[config.mk]
export PLATFORM = sky130hd
export DESIGN_NAME = polygon_scanline_edge_walker
export DESIGN_NICKNAME = d
export VERILOG_FILES = /design/src/hw/rtl/psew_pkg.sv /design/src/hw/rtl/psew_div.sv /design/src/hw/rtl/psew_datapath.sv /design/src/hw/rtl/psew_ctrl.sv /design/src/hw/rtl/polygon_scanline_edge_walker.sv
export VERILOG_INCLUDE_DIRS = /design/src /design/src/hw/rtl
export SDC_FILE = /design/constraint.sdc
export NUM_CORES = 2
export LEC_CHECK = 0
export BUFFER_PORTS_ARGS = -buffer_cell sky130_fd_sc_hd__buf_4
export CORE_ASPECT_RATIO = 0.8
export CORE_MARGIN = 1.5
export CORE_UTILIZATION = 54
export CTS_BUF_LIST = sky130_fd_sc_hd__clkbuf_4 sky130_fd_sc_hd__clkbuf_8
export DETAILED_ROUTE_END_ITERATION = 12
export PLACE_DENSITY = 0.71
export SETUP_SLACK_MARGIN = 0.3
export SYNTH_ARGS = -nofsm -noshare
export SYNTH_HDL_FRONTEND = slang
export SYNTH_SLANG_ARGS = --single-unit
[constraint.sdc]
create_clock -name clk -period 7.2 [get_ports clk]
set_input_delay 0.36 -clock clk [delete_from_list [all_inputs] [get_ports clk]]
set_output_delay 0.36 -clock clk [all_outputs]
set_load 0.01 [all_outputs]
[src/hw/rtl/polygon_scanline_edge_walker_defines.svh]
// assertion macros shared by the edge walker modules
`ifndef POLYGON_SCANLINE_EDGE_WALKER_DEFINES_SVH
`define POLYGON_SCANLINE_EDGE_WALKER_DEFINES_SVH

// same-cycle implication
`define PSEW_ASSERT_IMPL(label, ante, cons, msg) \
	label: assert property (@(posedge clk) disable iff (!arst_n) (ante) |-> (cons)) \
		else $error(msg);

// next-cycle implication
`define PSEW_ASSERT_NEXT(label, ante, cons, msg) \
	label: assert property (@(posedge clk) disable iff (!arst_n) (ante) |=> (cons)) \
		else $error(msg);

`endif

[src/hw/rtl/psew_pkg.sv]
package psew_pkg;

	localparam int COORD_W = 16;
	localparam int CFG_W = 13;
	localparam int CFG_IDX_W = 2;
	localparam int SPAN_W = 12;
	localparam int MAX_DIM_DEFAULT = 4096;

	localparam logic [CFG_W-1:0] FRAME_WIDTH_RESET = 13'd320;
	localparam logic [CFG_W-1:0] FRAME_HEIGHT_RESET = 13'd200;

	localparam int Q_W = 15;
	localparam logic [Q_W-1:0] DIVIDEND = 15'h4000;
	localparam int DIV_STEPS = Q_W;
	localparam int DIV_CNT_W = $clog2(DIV_STEPS);

	localparam logic [COORD_W-1:0] FRAC_LEFT = 16'h7FFF;
	localparam logic [COORD_W-1:0] FRAC_RIGHT = 16'h8000;

	typedef enum logic [1:0] {
		KIND_START   = 2'd0,
		KIND_PAIR    = 2'd1,
		KIND_ADVANCE = 2'd2
	} kind_t;

	typedef enum logic [CFG_IDX_W-1:0] {
		REG_FRAME_WIDTH  = 2'd0,
		REG_FRAME_HEIGHT = 2'd1
	} cfg_reg_t;

	typedef struct packed {
		logic exec;
		logic div_start;
		logic div_right;
		logic mul_step;
		logic mul_right;
		logic pair_finish;
	} cmd_t;

	typedef struct packed {
		logic  hold_valid;
		kind_t kind;
		logic  walk_ended;
		logic  out_free;
		logic  div_done;
	} status_t;

endpackage

[src/hw/rtl/psew_div.sv]
module psew_div (
	input  logic                               clk,
	input  logic                               arst_n,
	input  logic                               start,
	input  logic [psew_pkg::COORD_W-1:0]       den,
	output logic [psew_pkg::Q_W-1:0]           quot,
	output logic                               done
);

	logic [psew_pkg::Q_W-1:0]       num_q;
	logic [psew_pkg::COORD_W-1:0]   rem_q;
	logic [psew_pkg::COORD_W-1:0]   den_q;
	logic [psew_pkg::DIV_CNT_W-1:0] cnt_q;
	logic                           busy_q;
	logic                           done_q;
	logic [psew_pkg::COORD_W:0]     trial;
	logic                           fits;

	assign trial = {rem_q, num_q[psew_pkg::Q_W-1]};
	assign fits = trial >= {1'b0, den_q};

	always_ff @(posedge clk or negedge arst_n) begin
		if (!arst_n) begin
			cnt_q <= '0;
			busy_q <= 1'b0;
			done_q <= 1'b0;
		end else if (start) begin
			cnt_q <= '0;
			busy_q <= 1'b1;
			done_q <= 1'b0;
		end else if (busy_q) begin
			cnt_q <= cnt_q + psew_pkg::DIV_CNT_W'(1);
			if (cnt_q == psew_pkg::DIV_CNT_W'(psew_pkg::DIV_STEPS - 1)) begin
				busy_q <= 1'b0;
				done_q <= 1'b1;
			end
		end else begin
			done_q <= 1'b0;
		end
	end

	always_ff @(posedge clk) begin
		if (start) begin
			num_q <= psew_pkg::DIVIDEND;
			rem_q <= '0;
			den_q <= den;
		end else if (busy_q) begin
			if (fits) begin
				rem_q <= psew_pkg::COORD_W'(trial - {1'b0, den_q});
				num_q <= {num_q[psew_pkg::Q_W-2:0], 1'b1};
			end else begin
				rem_q <= trial[psew_pkg::COORD_W-1:0];
				num_q <= {num_q[psew_pkg::Q_W-2:0], 1'b0};
			end
		end
	end

	assign quot = num_q;
	assign done = done_q;

endmodule

[src/hw/rtl/psew_datapath.sv]
`include "polygon_scanline_edge_walker_defines.svh"

module psew_datapath #(
	parameter int MAX_DIM = psew_pkg::MAX_DIM_DEFAULT
) (
	input  logic                                 clk,
	input  logic                                 arst_n,
	input  logic                                 cfg_we,
	input  logic [psew_pkg::CFG_IDX_W-1:0]       cfg_index,
	input  logic [psew_pkg::CFG_W-1:0]           cfg_data,
	input  logic                                 in_valid,
	output logic                                 in_stall,
	input  logic [1:0]                           kind,
	input  logic signed [psew_pkg::COORD_W-1:0]  left_x,
	input  logic signed [psew_pkg::COORD_W-1:0]  left_y,
	input  logic signed [psew_pkg::COORD_W-1:0]  right_x,
	input  logic signed [psew_pkg::COORD_W-1:0]  right_y,
	output logic                                 out_valid,
	input  logic                                 out_stall,
	output logic                                 span_valid,
	output logic [psew_pkg::SPAN_W-1:0]          span_left,
	output logic [psew_pkg::SPAN_W-1:0]          span_right,
	output logic [psew_pkg::SPAN_W-1:0]          span_row,
	output logic                                 segment_done,
	output logic                                 polygon_done,
	input  psew_pkg::cmd_t                       cmd,
	output psew_pkg::status_t                    status
);

	localparam int CW = psew_pkg::COORD_W;
	localparam int DIM_W = $clog2(MAX_DIM + 1);

	// configuration
	logic [psew_pkg::CFG_W-1:0] frame_width_q;
	logic [psew_pkg::CFG_W-1:0] frame_height_q;

	// input hold
	logic          hold_valid_q;
	logic [1:0]    hold_kind_q;
	logic [CW-1:0] hold_lx_q;
	logic [CW-1:0] hold_ly_q;
	logic [CW-1:0] hold_rx_q;
	logic [CW-1:0] hold_ry_q;

	// walk state
	logic [2*CW-1:0] left_accum_q;
	logic [2*CW-1:0] right_accum_q;
	logic [2*CW-1:0] left_step_q;
	logic [2*CW-1:0] right_step_q;
	logic [CW-1:0]   current_row_q;
	logic [CW-1:0]   rows_left_q;
	logic [2*CW-1:0] prev_left_q;
	logic [2*CW-1:0] prev_right_q;
	logic            walk_ended_q;

	// step computation
	logic signed [CW:0]         dx_q;
	logic [CW-1:0]              cnt_q;
	logic [CW-1:0]              dy_sel;
	logic [CW-1:0]              den;
	logic signed [CW:0]         dx_sel;
	logic [psew_pkg::Q_W-1:0]   quot;
	logic                       div_done;
	logic [2*CW-1:0]            dx_ext;
	logic [2*CW-1:0]            prod;
	logic [2*CW-1:0]            step_new;

	// output register
	logic                          out_valid_q;
	logic                          span_valid_q;
	logic [psew_pkg::SPAN_W-1:0]   span_left_q;
	logic [psew_pkg::SPAN_W-1:0]   span_right_q;
	logic [psew_pkg::SPAN_W-1:0]   span_row_q;
	logic                          segment_done_q;
	logic                          polygon_done_q;

	logic out_free;
	logic consume;
	logic accept;
	logic result_load;

	// frame limits
	logic [31:0]       fw32;
	logic [31:0]       fh32;
	logic [DIM_W-1:0]  w;
	logic [DIM_W-1:0]  h;
	logic signed [CW:0] w_x;
	logic signed [CW:0] h_x;

	// span evaluation
	logic signed [CW:0] x1_x;
	logic signed [CW:0] x2_x;
	logic signed [CW:0] row_x;
	logic [CW-1:0]      row_inc;
	logic signed [CW:0] row_inc_x;
	logic [CW-1:0]      x1c;
	logic [CW-1:0]      x2c;
	logic [CW-1:0]      span_lo;
	logic [CW-1:0]      span_hi;
	logic [2*CW-1:0]    left_frac;
	logic [2*CW-1:0]    right_frac;

	// next values
	logic [2*CW-1:0] n_left_accum;
	logic [2*CW-1:0] n_right_accum;
	logic [CW-1:0]   n_current_row;
	logic [CW-1:0]   n_rows_left;
	logic [2*CW-1:0] n_prev_left;
	logic [2*CW-1:0] n_prev_right;
	logic            n_walk_ended;
	logic            o_valid;
	logic [psew_pkg::SPAN_W-1:0] o_left;
	logic [psew_pkg::SPAN_W-1:0] o_right;
	logic [psew_pkg::SPAN_W-1:0] o_row;

	assign out_free = !out_valid_q || !out_stall;
	assign consume = cmd.exec || cmd.pair_finish;
	assign result_load = consume;
	assign in_stall = hold_valid_q && !consume;
	assign accept = in_valid && !in_stall;

	assign fw32 = 32'(frame_width_q);
	assign fh32 = 32'(frame_height_q);
	assign w = (fw32 == 32'd0) ? DIM_W'(1) :
		(fw32 > 32'(MAX_DIM)) ? DIM_W'(MAX_DIM) : DIM_W'(fw32);
	assign h = (fh32 == 32'd0) ? DIM_W'(1) :
		(fh32 > 32'(MAX_DIM)) ? DIM_W'(MAX_DIM) : DIM_W'(fh32);
	assign w_x = $signed((CW+1)'(w));
	assign h_x = $signed((CW+1)'(h));

	assign x1_x = $signed({left_accum_q[2*CW-1], left_accum_q[2*CW-1:CW]});
	assign x2_x = $signed({right_accum_q[2*CW-1], right_accum_q[2*CW-1:CW]});
	assign row_x = $signed({current_row_q[CW-1], current_row_q});
	assign row_inc = current_row_q + CW'(1);
	assign row_inc_x = $signed({row_inc[CW-1], row_inc});
	assign x1c = x1_x[CW] ? '0 : left_accum_q[2*CW-1:CW];
	assign x2c = (x2_x >= w_x) ? CW'(w - DIM_W'(1)) : right_accum_q[2*CW-1:CW];
	assign span_lo = (x1c < x2c) ? x1c : x2c;
	assign span_hi = (x1c < x2c) ? x2c : x1c;
	assign left_frac = {left_accum_q[2*CW-1:CW], psew_pkg::FRAC_LEFT};
	assign right_frac = {right_accum_q[2*CW-1:CW], psew_pkg::FRAC_RIGHT};

	// edge deltas for the divider and multiplier
	assign dy_sel = cmd.div_right ? (hold_ry_q - prev_right_q[CW-1:0])
		: (hold_ly_q - prev_left_q[CW-1:0]);
	assign den = (dy_sel <= CW'(1)) ? CW'(1) : dy_sel;
	assign dx_sel = cmd.div_right
		? ($signed({hold_rx_q[CW-1], hold_rx_q}) - $signed({prev_right_q[2*CW-1],
			prev_right_q[2*CW-1:CW]}))
		: ($signed({hold_lx_q[CW-1], hold_lx_q}) - $signed({prev_left_q[2*CW-1],
			prev_left_q[2*CW-1:CW]}));
	assign dx_ext = {{(CW-1){dx_q[CW]}}, dx_q};
	assign prod = dx_ext * (2*CW)'(quot);
	assign step_new = {prod[2*CW-3:0], 2'b00};

	psew_div u_div (
		.clk    (clk),
		.arst_n (arst_n),
		.start  (cmd.div_start),
		.den    (den),
		.quot   (quot),
		.done   (div_done)
	);

	always_comb begin
		n_left_accum = left_accum_q;
		n_right_accum = right_accum_q;
		n_current_row = current_row_q;
		n_rows_left = rows_left_q;
		n_prev_left = prev_left_q;
		n_prev_right = prev_right_q;
		n_walk_ended = walk_ended_q;
		o_valid = 1'b0;
		o_left = '0;
		o_right = '0;
		o_row = '0;
		if (cmd.exec) begin
			unique case (psew_pkg::kind_t'(hold_kind_q))
				psew_pkg::KIND_START: begin
					n_prev_left = {hold_lx_q, hold_ly_q};
					n_prev_right = {hold_rx_q, hold_ry_q};
					n_left_accum = {hold_lx_q, {CW{1'b0}}};
					n_right_accum = {hold_rx_q, {CW{1'b0}}};
					n_current_row = ($signed(hold_ly_q) < $signed(hold_ry_q))
						? hold_ly_q : hold_ry_q;
					n_rows_left = '0;
					n_walk_ended = 1'b0;
				end
				psew_pkg::KIND_ADVANCE: begin
					if (!walk_ended_q && rows_left_q != '0) begin
						if (row_x >= h_x) begin
							n_walk_ended = 1'b1;
							n_rows_left = '0;
						end else begin
							if (!current_row_q[CW-1] && x1_x < w_x && !x2_x[CW]) begin
								o_valid = 1'b1;
								o_left = span_lo[psew_pkg::SPAN_W-1:0];
								o_right = span_hi[psew_pkg::SPAN_W-1:0];
								o_row = current_row_q[psew_pkg::SPAN_W-1:0];
							end
							n_left_accum = left_accum_q + left_step_q;
							n_right_accum = right_accum_q + right_step_q;
							n_current_row = row_inc;
							n_rows_left = rows_left_q - CW'(1);
							if (row_inc_x >= h_x) begin
								n_walk_ended = 1'b1;
								n_rows_left = '0;
							end
						end
					end
				end
				default: begin
				end
			endcase
		end else if (cmd.pair_finish) begin
			n_prev_left = {hold_lx_q, hold_ly_q};
			n_prev_right = {hold_rx_q, hold_ry_q};
			n_left_accum = (cnt_q == '0) ? left_frac + left_step_q : left_frac;
			n_right_accum = (cnt_q == '0) ? right_frac + right_step_q : right_frac;
			n_rows_left = cnt_q;
		end
	end

	always_ff @(posedge clk or negedge arst_n) begin
		if (!arst_n) begin
			frame_width_q <= psew_pkg::FRAME_WIDTH_RESET;
			frame_height_q <= psew_pkg::FRAME_HEIGHT_RESET;
		end else if (cfg_we) begin
			unique case (psew_pkg::cfg_reg_t'(cfg_index))
				psew_pkg::REG_FRAME_WIDTH: frame_width_q <= cfg_data;
				psew_pkg::REG_FRAME_HEIGHT: frame_height_q <= cfg_data;
				default: begin
				end
			endcase
		end
	end

	always_ff @(posedge clk or negedge arst_n) begin
		if (!arst_n) begin
			hold_valid_q <= 1'b0;
			out_valid_q <= 1'b0;
			left_accum_q <= '0;
			right_accum_q <= '0;
			left_step_q <= '0;
			right_step_q <= '0;
			current_row_q <= '0;
			rows_left_q <= '0;
			prev_left_q <= '0;
			prev_right_q <= '0;
			walk_ended_q <= 1'b0;
		end else begin
			if (accept) begin
				hold_valid_q <= 1'b1;
			end else if (consume) begin
				hold_valid_q <= 1'b0;
			end
			if (result_load) begin
				out_valid_q <= 1'b1;
			end else if (!out_stall) begin
				out_valid_q <= 1'b0;
			end
			if (cmd.mul_step) begin
				if (cmd.mul_right) begin
					right_step_q <= step_new;
				end else begin
					left_step_q <= step_new;
				end
			end
			left_accum_q <= n_left_accum;
			right_accum_q <= n_right_accum;
			current_row_q <= n_current_row;
			rows_left_q <= n_rows_left;
			prev_left_q <= n_prev_left;
			prev_right_q <= n_prev_right;
			walk_ended_q <= n_walk_ended;
		end
	end

	always_ff @(posedge clk) begin
		if (accept) begin
			hold_kind_q <= kind;
			hold_lx_q <= left_x;
			hold_ly_q <= left_y;
			hold_rx_q <= right_x;
			hold_ry_q <= right_y;
		end
		if (cmd.div_start) begin
			dx_q <= dx_sel;
			if (cmd.div_right) begin
				cnt_q <= dy_sel;
			end
		end
		if (result_load) begin
			span_valid_q <= o_valid;
			span_left_q <= o_left;
			span_right_q <= o_right;
			span_row_q <= o_row;
			segment_done_q <= (n_rows_left == '0);
			polygon_done_q <= n_walk_ended;
		end
	end

	assign out_valid = out_valid_q;
	assign span_valid = span_valid_q;
	assign span_left = span_left_q;
	assign span_right = span_right_q;
	assign span_row = span_row_q;
	assign segment_done = segment_done_q;
	assign polygon_done = polygon_done_q;

	assign status.hold_valid = hold_valid_q;
	assign status.kind = psew_pkg::kind_t'(hold_kind_q);
	assign status.walk_ended = walk_ended_q;
	assign status.out_free = out_free;
	assign status.div_done = div_done;

	`PSEW_ASSERT_IMPL(a_ended_no_rows, walk_ended_q, rows_left_q == '0, "rows left after walk end")
	`PSEW_ASSERT_IMPL(a_consume_has_beat, consume, hold_valid_q && out_free, "result without held beat")

endmodule

[src/hw/rtl/psew_ctrl.sv]
`include "polygon_scanline_edge_walker_defines.svh"

module psew_ctrl (
	input  logic              clk,
	input  logic              arst_n,
	input  psew_pkg::status_t status,
	output psew_pkg::cmd_t    cmd
);

	typedef enum logic [2:0] {
		ST_IDLE,
		ST_DIV_L,
		ST_MUL_L,
		ST_DIV_R,
		ST_MUL_R,
		ST_FIN
	} state_t;

	state_t state_q;
	state_t state_d;

	always_comb begin
		cmd = '0;
		state_d = state_q;
		unique case (state_q)
			ST_IDLE: begin
				if (status.hold_valid) begin
					if (status.kind == psew_pkg::KIND_PAIR && !status.walk_ended) begin
						cmd.div_start = 1'b1;
						state_d = ST_DIV_L;
					end else if (status.out_free) begin
						cmd.exec = 1'b1;
					end
				end
			end
			ST_DIV_L: begin
				if (status.div_done) begin
					state_d = ST_MUL_L;
				end
			end
			ST_MUL_L: begin
				cmd.mul_step = 1'b1;
				cmd.div_start = 1'b1;
				cmd.div_right = 1'b1;
				state_d = ST_DIV_R;
			end
			ST_DIV_R: begin
				if (status.div_done) begin
					state_d = ST_MUL_R;
				end
			end
			ST_MUL_R: begin
				cmd.mul_step = 1'b1;
				cmd.mul_right = 1'b1;
				state_d = ST_FIN;
			end
			ST_FIN: begin
				if (status.out_free) begin
					cmd.pair_finish = 1'b1;
					state_d = ST_IDLE;
				end
			end
			default: state_d = ST_IDLE;
		endcase
	end

	always_ff @(posedge clk or negedge arst_n) begin
		if (!arst_n) begin
			state_q <= ST_IDLE;
		end else begin
			state_q <= state_d;
		end
	end

	`PSEW_ASSERT_IMPL(a_result_slot, cmd.exec || cmd.pair_finish, status.out_free, "result with no free slot")
	`PSEW_ASSERT_NEXT(a_div_wait, state_q == ST_DIV_L && !status.div_done, state_q == ST_DIV_L, "left divide left early")
	`PSEW_ASSERT_IMPL(a_div_pairs_only, cmd.div_start && state_q == ST_IDLE, status.kind == psew_pkg::KIND_PAIR && !status.walk_ended, "divide for non-pair beat")

endmodule

[src/hw/rtl/polygon_scanline_edge_walker.sv]
// start, advance and other short beats: result through the hold and output registers, one
// per cycle while the output is not stalled; vertex pair: the shared one-bit-per-cycle
// 15-step divider run once per edge, then a multiply per edge
// an input beat is taken into a hold register while the previous result waits
// reset (arst_n low, asynchronous): walk state zero, frame 320 by 200, no clearing pass
module polygon_scanline_edge_walker #(
	parameter int MAX_DIM = psew_pkg::MAX_DIM_DEFAULT
) (
	input  logic                                 clk,
	input  logic                                 arst_n,
	input  logic                                 cfg_we,
	input  logic [psew_pkg::CFG_IDX_W-1:0]       cfg_index,
	input  logic [psew_pkg::CFG_W-1:0]           cfg_data,
	input  logic                                 in_valid,
	output logic                                 in_stall,
	input  logic [1:0]                           kind,
	input  logic signed [psew_pkg::COORD_W-1:0]  left_x,
	input  logic signed [psew_pkg::COORD_W-1:0]  left_y,
	input  logic signed [psew_pkg::COORD_W-1:0]  right_x,
	input  logic signed [psew_pkg::COORD_W-1:0]  right_y,
	output logic                                 out_valid,
	input  logic                                 out_stall,
	output logic                                 span_valid,
	output logic [psew_pkg::SPAN_W-1:0]          span_left,
	output logic [psew_pkg::SPAN_W-1:0]          span_right,
	output logic [psew_pkg::SPAN_W-1:0]          span_row,
	output logic                                 segment_done,
	output logic                                 polygon_done
);

	psew_pkg::cmd_t    cmd;
	psew_pkg::status_t status;

	psew_ctrl u_ctrl (
		.clk    (clk),
		.arst_n (arst_n),
		.status (status),
		.cmd    (cmd)
	);

	psew_datapath #(
		.MAX_DIM (MAX_DIM)
	) u_datapath (
		.clk          (clk),
		.arst_n       (arst_n),
		.cfg_we       (cfg_we),
		.cfg_index    (cfg_index),
		.cfg_data     (cfg_data),
		.in_valid     (in_valid),
		.in_stall     (in_stall),
		.kind         (kind),
		.left_x       (left_x),
		.left_y       (left_y),
		.right_x      (right_x),
		.right_y      (right_y),
		.out_valid    (out_valid),
		.out_stall    (out_stall),
		.span_valid   (span_valid),
		.span_left    (span_left),
		.span_right   (span_right),
		.span_row     (span_row),
		.segment_done (segment_done),
		.polygon_done (polygon_done),
		.cmd          (cmd),
		.status       (status)
	);

endmodule
# Word level (Yosys, flattened, before mapping)
# Index checks and enable logic that the tools add are counted.
[op_classes] addsub=13 eq_ne=22 n_bitwise=5 magnitude_cmp=10 n_mul=1 reduce_logical=41 muxes=74
[op_table] cell="32-bit two-way mux" count=16
[op_table] cell="16-bit two-way mux" count=11
[op_table] cell="32-bit adder" count=4
[op_table] cell="32-bit one-hot mux with 2 select lines" count=2
[op_table] cell="32-bit zero test" count=2
[op_table] cell="16-bit one-hot mux with 2 select lines" count=2
[op_table] cell="13-bit two-way mux" count=4
[op_table] cell="16-bit by 14-bit >= comparator with 1-bit output" count=3
[op_table] cell="16-bit subtractor" count=3
[op_table] cell="16-bit by 16-bit subtractor with 17-bit output" count=2
[op_table] cell="16-bit zero test" count=2
[op_table] cell="17-bit by 16-bit multiplier with 30-bit output" count=1
[op_table] cell="13-bit > comparator, second input constant" count=2
[op_table] cell="1-bit two-way mux" count=24
[op_table] cell="12-bit two-way mux" count=2
[op_table] cell="3-bit one-hot mux with 6 select lines" count=1
[op_table] cell="17-bit by 16-bit >= comparator with 1-bit output" count=1
[op_table] cell="17-bit two-way mux" count=1
[op_table] cell="16-bit by 1-bit adder with 16-bit output, second input constant" count=1
[op_table] cell="16-bit by 1-bit less-or-equal comparator with 1-bit output, second input constant" count=1
[op_table] cell="15-bit by 16-bit less-than comparator with 1-bit output" count=1
[op_table] cell="16-bit by 14-bit less-than comparator with 1-bit output" count=1
[op_table] cell="16-bit less-than comparator" count=1
[op_table] cell="16-bit nonzero test" count=1
[op_table] cell="other kinds (31)" count=77
[totals] elab_cells=201 ff_bits=443 out_inout_bits=41

# Longest topological paths before layout
[logic_depth] ltp_word=12 depth_mapped=27 mapped_depth_nobuf=25

# Hierarchy
# From an unflattened synthesis, not the netlist that was laid out.
[unflattened] cells_unflattened=4036 area_unflattened_um2=37661.1
[modules_own_cells] mod="psew_datapath" cells_each=3688 area_each_um2=34408.0 seq_area_each_um2=10281.1 n_inst=1
[modules_own_cells] mod="psew_div" cells_each=324 area_each_um2=3050.4 seq_area_each_um2=1251.2 n_inst=1
[modules_own_cells] mod="psew_ctrl" cells_each=24 area_each_um2=202.7 seq_area_each_um2=75.1 n_inst=1

# Least setup slack after synthesis
# No wires, ideal clock.
[synth_path] path_kind="register -> register" from="reg u_datapath.u_div.num_q (netlist bit u_datapath.u_div.quot[1])" to="reg u_datapath.right_step_q[31]" arrival_time_ps=6149 slack_ps=917 required_time_ps=7066 path_buffers=2 path_stages_with_launch=24 setup_ps=134 period_less_slack_ps=6283 path_cell_list="dfxtp_1 -> clkbuf_1 -> clkbuf_1 -> nand2_1 -> fa_1 -> fa_1 -> fa_1 -> inv_1 -> fa_1 -> fa_1 -> inv_1 -> fa_1 -> inv_1 -> ha_1 -> a21o_1 -> a21o_1 -> a221o_1 -> a31o_2 -> nand3_1 -> a31oi_1 -> a41o_1 -> o41ai_1 -> xnor2_1 -> o21ai_0"
[synth_via] elab_chain_len=1
[synth_rtl] item="start, declared" line="psew_div.sv:10" rtl="logic [psew_pkg::Q_W-1:0] num_q;"
[synth_rtl] item="start signal, assigned" line="psew_div.sv:44" rtl="num_q <= psew_pkg::DIVIDEND;"
[synth_rtl] item="start signal, assigned" line="psew_div.sv:50" rtl="num_q <= {num_q[psew_pkg::Q_W-2:0], 1'b1};"
[synth_rtl] item="start signal, assigned" line="psew_div.sv:53" rtl="num_q <= {num_q[psew_pkg::Q_W-2:0], 1'b0};"
[synth_rtl] item="17-bit by 16-bit multiplier with 30-bit output" line="psew_datapath.sv:153" rtl="assign prod = dx_ext * (2*CW)'(quot);"
[synth_rtl] item="end signal, assigned" line="psew_datapath.sv:264" rtl="right_step_q <= step_new;"
[synth_rtl] item="end, declared" line="psew_datapath.sv:49" rtl="logic [2*CW-1:0] right_step_q;"
# No other way between the ends.
# A chain may end at the register's enable or synchronous reset.

# Worst setup path after layout
[layout_path] from="reg u_datapath.dx_q[15]" to="reg u_datapath.left_step_q[31]"
[layout_via] elab_chain_len=1
[layout_rtl] item="start, declared" line="psew_datapath.sv:57" rtl="logic signed [CW:0] dx_q;"
[layout_rtl] item="start signal, assigned" line="psew_datapath.sv:288" rtl="dx_q <= dx_sel;"
[layout_rtl] item="17-bit by 16-bit multiplier with 30-bit output" line="psew_datapath.sv:153"
[layout_rtl] item="end signal, assigned" line="psew_datapath.sv:266" rtl="left_step_q <= step_new;"
[layout_rtl] item="end, declared" line="psew_datapath.sv:48" rtl="logic [2*CW-1:0] left_step_q;"
# No other way between the ends.

==> flow_summary.html <==
<table>
<tr><th>Metric</th><th>Value</th></tr>
<tr><th colspan="2">Run status</th></tr>
<tr><td>Result of the run</td><td>completed</td></tr>
<tr><th colspan="2">Global route</th></tr>
<tr><td>Maximum number of pins on one net before global-route repair</td><td>90</td></tr>
<tr><td>Via count of the first global-routing pass</td><td>29.40k</td></tr>
<tr><td>Number of antenna violations at the first check in global routing</td><td>4</td></tr>
<tr><td>Residual overflow from global routing</td><td>0</td></tr>
<tr><td>Total track usage</td><td>0.3030</td></tr>
<tr><td>First-pass GRT wire length</td><td>164.5 mm</td></tr>
<tr><th colspan="2">Layout</th></tr>
<tr><td>Layout overhead on the synthesized area</td><td>12.27%</td></tr>
<tr><td>Proportion of layout cells with a drive suffix above 1</td><td>0.1034</td></tr>
<tr><td>Layout Nets</td><td>4836</td></tr>
<tr><td>Leading cell types in the layout, fill and taps excluded</td><td>sky130_fd_sc_hd__inv_1, sky130_fd_sc_hd__nand2_1, sky130_fd_sc_hd__ha_1</td></tr>
<tr><td>Final instance count without filler cells</td><td>5179</td></tr>
<tr><td>Fin area</td><td>41440 sq um</td></tr>
<tr><td>Final-layout fill cell count</td><td>5738</td></tr>
<tr><th colspan="2">Synth</th></tr>
<tr><td>Count of different cell masters after synthesis</td><td>89</td></tr>
<tr><td>Largest cells by area after synthesis</td><td>sky130_fd_sc_hd__dfrtp_1, sky130_fd_sc_hd__fa_1, sky130_fd_sc_hd__edfxtp_1</td></tr>
<tr><td>Most used flip-flop cell after synthesis</td><td>sky130_fd_sc_hd__dfrtp_1</td></tr>
<tr><td>Total nets after synthesis</td><td>4656</td></tr>
<tr><td>Area share of xor/xnor cells in the synthesized design</td><td>0.04935</td></tr>
<tr><td>Part of the Yosys area used for sequential elements</td><td>0.3144</td></tr>
<tr><td>Warnings, synthesis</td><td>0</td></tr>
<tr><td>Synthesized-area fraction occupied by and/or/nand/nor cells</td><td>0.1507</td></tr>
<tr><td>Proportion of register bits with asynchronous set or reset after synthesis</td><td>0.5786</td></tr>
<tr><td>Synth Area in Compound Gates</td><td>0.1509</td></tr>
<tr><td>Post-synth EDFFs</td><td>154</td></tr>
<tr><td>Fraction of synthesized area in multiplexers</td><td>0.03416</td></tr>
<tr><td>Largest family of logic cells by synthesized area</td><td>adder cells</td></tr>
<tr><td>Synth Instances</td><td>4023</td></tr>
<tr><td>FF+latch count, synth</td><td>439</td></tr>
<tr><td>Cell type contributing the most total cell area after synthesis</td><td>sky130_fd_sc_hd__dfrtp_1</td></tr>
<tr><td>Share of the synthesized area in the top cell type</td><td>0.1688</td></tr>
<tr><td>Post-synthesis adder-cell area fraction</td><td>0.2356</td></tr>
<tr><td>Post-synthesis average cell area</td><td>9.176 sq um</td></tr>
<tr><td>Cell Area, Synth</td><td>36920 sq um</td></tr>
<tr><th colspan="2">Clock tree</th></tr>
<tr><td>Post-CTS clock slew at the launch and capture registers of the worst setup and hold paths</td><td>0.08 ns</td></tr>
<tr><td>TritonCTS clock tree</td><td>yes</td></tr>
<tr><td>Clock Latency Late Sink</td><td>0.72 ns</td></tr>
<tr><td>Clock Sink Count</td><td>439</td></tr>
<tr><td>H-tree depth</td><td>3</td></tr>
<tr><td>Deepest clock path buffer count</td><td>3</td></tr>
<tr><td>CTS Root Buffer Type</td><td>sky130_fd_sc_hd__clkbuf_8</td></tr>
<tr><td>Cts bufs inserted</td><td>77</td></tr>
<tr><th colspan="2">Die</th></tr>
<tr><td>Number of top-level design ports</td><td>127</td></tr>
<tr><td>Starting density of the core</td><td>0.5475</td></tr>
<tr><td>Core box area</td><td>67430 sq um</td></tr>
<tr><td>Total number of placement rows</td><td>85</td></tr>
<tr><td>Die height</td><td>236.9 um</td></tr>
<tr><td>Die X-Extent</td><td>295.3 um</td></tr>
<tr><td>Full die area</td><td>69950 sq um</td></tr>
<tr><th colspan="2">Route</th></tr>
<tr><td>First-pass iteration count of the detailed router</td><td>8</td></tr>
<tr><td>Post-DR vias/cell</td><td>5.786</td></tr>
<tr><td>Final wirelength</td><td>103.7 mm</td></tr>
<tr><td>Total vias in the final route</td><td>29.97k</td></tr>
<tr><td>Number of DRC violations after detailed routing</td><td>0</td></tr>
<tr><td>Detailed Route Iter0 Violations</td><td>2874</td></tr>
<tr><td>Routed wire length per instance</td><td>20.03 um</td></tr>
<tr><td>Number of antenna-violating nets in the routed design</td><td>0</td></tr>
<tr><th colspan="2">STA</th></tr>
<tr><td>Final min period</td><td>6.479 ns</td></tr>
<tr><td>Setup_tns</td><td>0 ns</td></tr>
<tr><td>Number of failing setup endpoints in the final timing report</td><td>0</td></tr>
<tr><td>Rel. slew slack</td><td>0.2238</td></tr>
<tr><td>Maximum clock frequency</td><td>154.3 MHz</td></tr>
<tr><td>RSZ-0062 raised after global routing</td><td>false</td></tr>
<tr><td>Final slew viol count</td><td>0</td></tr>
<tr><td>Worst clock skew</td><td>0.04378 ns</td></tr>
<tr><td>Final clock period utilization by the worst path</td><td>0.8999</td></tr>
<tr><td>Final Hold Vio Count</td><td>0</td></tr>
<tr><td>Transition time at the pin with the least slew margin</td><td>1.163 ns</td></tr>
<tr><th colspan="2">Critical path</th></tr>
<tr><td>Data arrival, critical path</td><td>7.03 ns</td></tr>
<tr><td>FF-to-FF End</td><td>u_datapath.left_step_q[31]$_DFFE_PN0P_</td></tr>
<tr><td>Path type of the worst setup path</td><td>reg2reg</td></tr>
<tr><td>CP startpoint kind</td><td>register</td></tr>
<tr><td>CP max FO</td><td>5</td></tr>
<tr><td>CP required</td><td>7.75 ns</td></tr>
<tr><td>Standard cell with the maximum stage delay on the critical path</td><td>sky130_fd_sc_hd__fa_1</td></tr>
<tr><td>Number of buffer and inverter instances along the worst setup path</td><td>4</td></tr>
<tr><td>Crit path largest cell delay</td><td>0.55 ns</td></tr>
<tr><td>Crit end category</td><td>register</td></tr>
<tr><td>Register-to-register setup slack</td><td>0.72 ns</td></tr>
<tr><td>Cell family with most CP delay</td><td>adder cells</td></tr>
<tr><td>Cell type with the highest occurrence count on the critical path</td><td>sky130_fd_sc_hd__fa_1</td></tr>
<tr><td>Register-to-Register Path Depth</td><td>22</td></tr>
<tr><td>Reg2reg start</td><td>u_datapath.dx_q[15]$_DFFE_PP_</td></tr>
<tr><td>Cell Chain, Critical Path</td><td>and2_1 &gt; fa_1 &gt; inv_1 &gt; fa_1 &gt; inv_1 &gt; fa_1 &gt; fa_1 &gt; fa_1 &gt; inv_1 &gt; fa_1 &gt; inv_1 &gt; ha_1 &gt; a21o_1 &gt; a21o_1 &gt; a21oi_1 &gt; nand2_1 &gt; a21oi_1 &gt; a31oi_1 &gt; a41o_1 &gt; o41ai_1 &gt; xnor2_1 &gt; o21ai_0</td></tr>
<tr><th colspan="2">Hold path</th></tr>
<tr><td>Cell depth of the worst min-delay path</td><td>3</td></tr>
<tr><td>Worst min-delay path category</td><td>in2reg</td></tr>
<tr><td>Hold endpoint</td><td>u_datapath.out_valid$_DFFE_PN0P_</td></tr>
<tr><td>Hold path startpoint</td><td>out_stall</td></tr>
<tr><th colspan="2">Place</th></tr>
<tr><td>Placer's final routability congestion estimate</td><td>0.9788</td></tr>
<tr><td>Placed cell count</td><td>4928</td></tr>
<tr><td>IO Port Bufs</td><td>126</td></tr>
<tr><td>Total placed instance area</td><td>38720 sq um</td></tr>
<tr><td>Final HPWL DP</td><td>76.69 mm</td></tr>
<tr><th colspan="2">Run</th></tr>
<tr><td>Number of max-capacitance violations reported</td><td>0</td></tr>
</table>
-- cells by family after synthesis --
logic type,count (synthesis)
buffers and inverters,631
AO/OA/AOI/OAI,899
multiplexers,121
AND/OR/NAND/NOR,1178
adder cells (fa/ha/maj),547
flip-flops,439
XOR/XNOR,208
-- metal layers --
metal	up-vias	wire length, um	track usage
li1	14140	-	-
met1	14560	46280	0.4309
met2	1081	46290	0.4696
met3	191	7968	0.05472
met4	0	3201	0.09588
met5	-	0	0
-- worst register-to-register path, stage by stage (launching register included) --
cell	delay, ns
sky130_fd_sc_hd__edfxtp_1	0.50
sky130_fd_sc_hd__and2_1	0.23
sky130_fd_sc_hd__fa_1	0.54
sky130_fd_sc_hd__inv_1	0.06
sky130_fd_sc_hd__fa_1	0.53
sky130_fd_sc_hd__inv_1	0.05
sky130_fd_sc_hd__fa_1	0.49
sky130_fd_sc_hd__fa_1	0.48
sky130_fd_sc_hd__fa_1	0.52
sky130_fd_sc_hd__inv_1	0.05
sky130_fd_sc_hd__fa_1	0.55
sky130_fd_sc_hd__inv_1	0.06
sky130_fd_sc_hd__ha_1	0.35
sky130_fd_sc_hd__a21o_1	0.19
sky130_fd_sc_hd__a21o_1	0.17
sky130_fd_sc_hd__a21oi_1	0.22
sky130_fd_sc_hd__nand2_1	0.08
sky130_fd_sc_hd__a21oi_1	0.23
sky130_fd_sc_hd__a31oi_1	0.16
sky130_fd_sc_hd__a41o_1	0.29
sky130_fd_sc_hd__o41ai_1	0.31
sky130_fd_sc_hd__xnor2_1	0.18
sky130_fd_sc_hd__o21ai_0	0.09
-- layout make-up --
| cell class | count | area, sq um | share of cell area |
|---|---|---|---|
| well taps | 913 | 1142 | 0.02756 |
| diodes | 2 | 5.005 | 0.0001208 |
| repair buffers | 279 | 2317 | 0.05591 |
| clock buffers | 115 | 1433 | 0.03457 |
| inverters | 452 | 1697 | 0.04094 |
| flip-flops and latches | 439 | 11620 | 0.2804 |
| multi-input cells | 2954 | 23020 | 0.5554 |
| clock inverters | 25 | 210.2 | 0.005072 |
-- how the worst max path moves through the flow --
| stage | start | to | slack (ns) | cells past startpoint |
|---|---|---|---|---|
| 2_1_floorplan | u_datapath.u_div.quot[1]$_SDFFE_PP0P_ | u_datapath.right_step_q[31]$_DFFE_PN0P_ | 0.92 | 23 |
| 3_3_place_gp | u_datapath.dx_q[15]$_DFFE_PP_ | u_datapath.right_step_q[31]$_DFFE_PN0P_ | 0.58 | 22 |
| 3_5_place_dp | u_datapath.frame_width_q[3]$_DFFE_PN0P_ | u_datapath.span_right[9]$_SDFFCE_PP0N_ | 0.43 | 25 |
| 4_1_cts | u_datapath.frame_width_q[3]$_DFFE_PN0P_ | u_datapath.span_right[9]$_SDFFCE_PP0N_ | 0.44 | 25 |
| 5_1_grt | u_datapath.dx_q[3]$_DFFE_PP_ | u_datapath.left_step_q[30]$_DFFE_PN0P_ | 0.31 | 20 |
| 6_report | u_datapath.dx_q[15]$_DFFE_PP_ | u_datapath.left_step_q[31]$_DFFE_PN0P_ | 0.72 | 22 |
-- synthesized netlist by cell type, drive strengths merged (27+ instances only) --
cell	count
nand2	453
inv	452
o21ai	304
ha	300
nor2	257
dfrtp	249
fa	247
a21oi	226
clkbuf	160
edfxtp	154
xnor2	137
and2	135
mux2i	81
a21o	74
xor2	71
nor3	61
nand3	56
nor2b	41
mux2	40
a211oi	37
a221oi	33
o21bai	33
a31oi	31
dfxtp	31
and3	29
nand4	27
-- metrics by stage --
step,worst slack (ns),hold WS (ns),utilization
floorplan,0.9174,0.06441,-
global placement,0.5817,0.4274,0.5743
detailed placement,0.4295,0.4207,0.5743
CTS,0.4373,0.002370,0.6107
global route,0.3141,0.02682,0.6146
finish,0.7205,0.04103,0.6146
-- repair_timing --
item / CTS / global route
gates resized for setup: 0 / 14
buffers inserted: 0 / 27
endpoints found under the hold margin: 179 / 0
hold buffers: 81 / 0
setup endpoints to repair: 0 / 33
-- flip-flops by register name, summed over array words and instances, names as in the netlist, 15 cells and up --
name / flops
u_datapath.hold_lx_q: 16
u_datapath.u_div.quot: 15
u_datapath.u_div.den_q: 16
u_datapath.prev_right_q: 32
u_datapath.left_accum_q: 30
u_datapath.hold_rx_q: 16
u_datapath.left_step_q: 30
u_datapath.cnt_q: 16
u_datapath.hold_ry_q: 16
u_datapath.rows_left_q: 16
u_datapath.right_step_q: 30
u_datapath.right_accum_q: 30
u_datapath.prev_left_q: 32
u_datapath.dx_q: 17
u_datapath.u_div.rem_q: 16
u_datapath.current_row_q: 16
u_datapath.hold_ly_q: 16
Power is not shown: default switching activity piles up to over one toggle a cycle in this logic, so the estimate is an artifact.
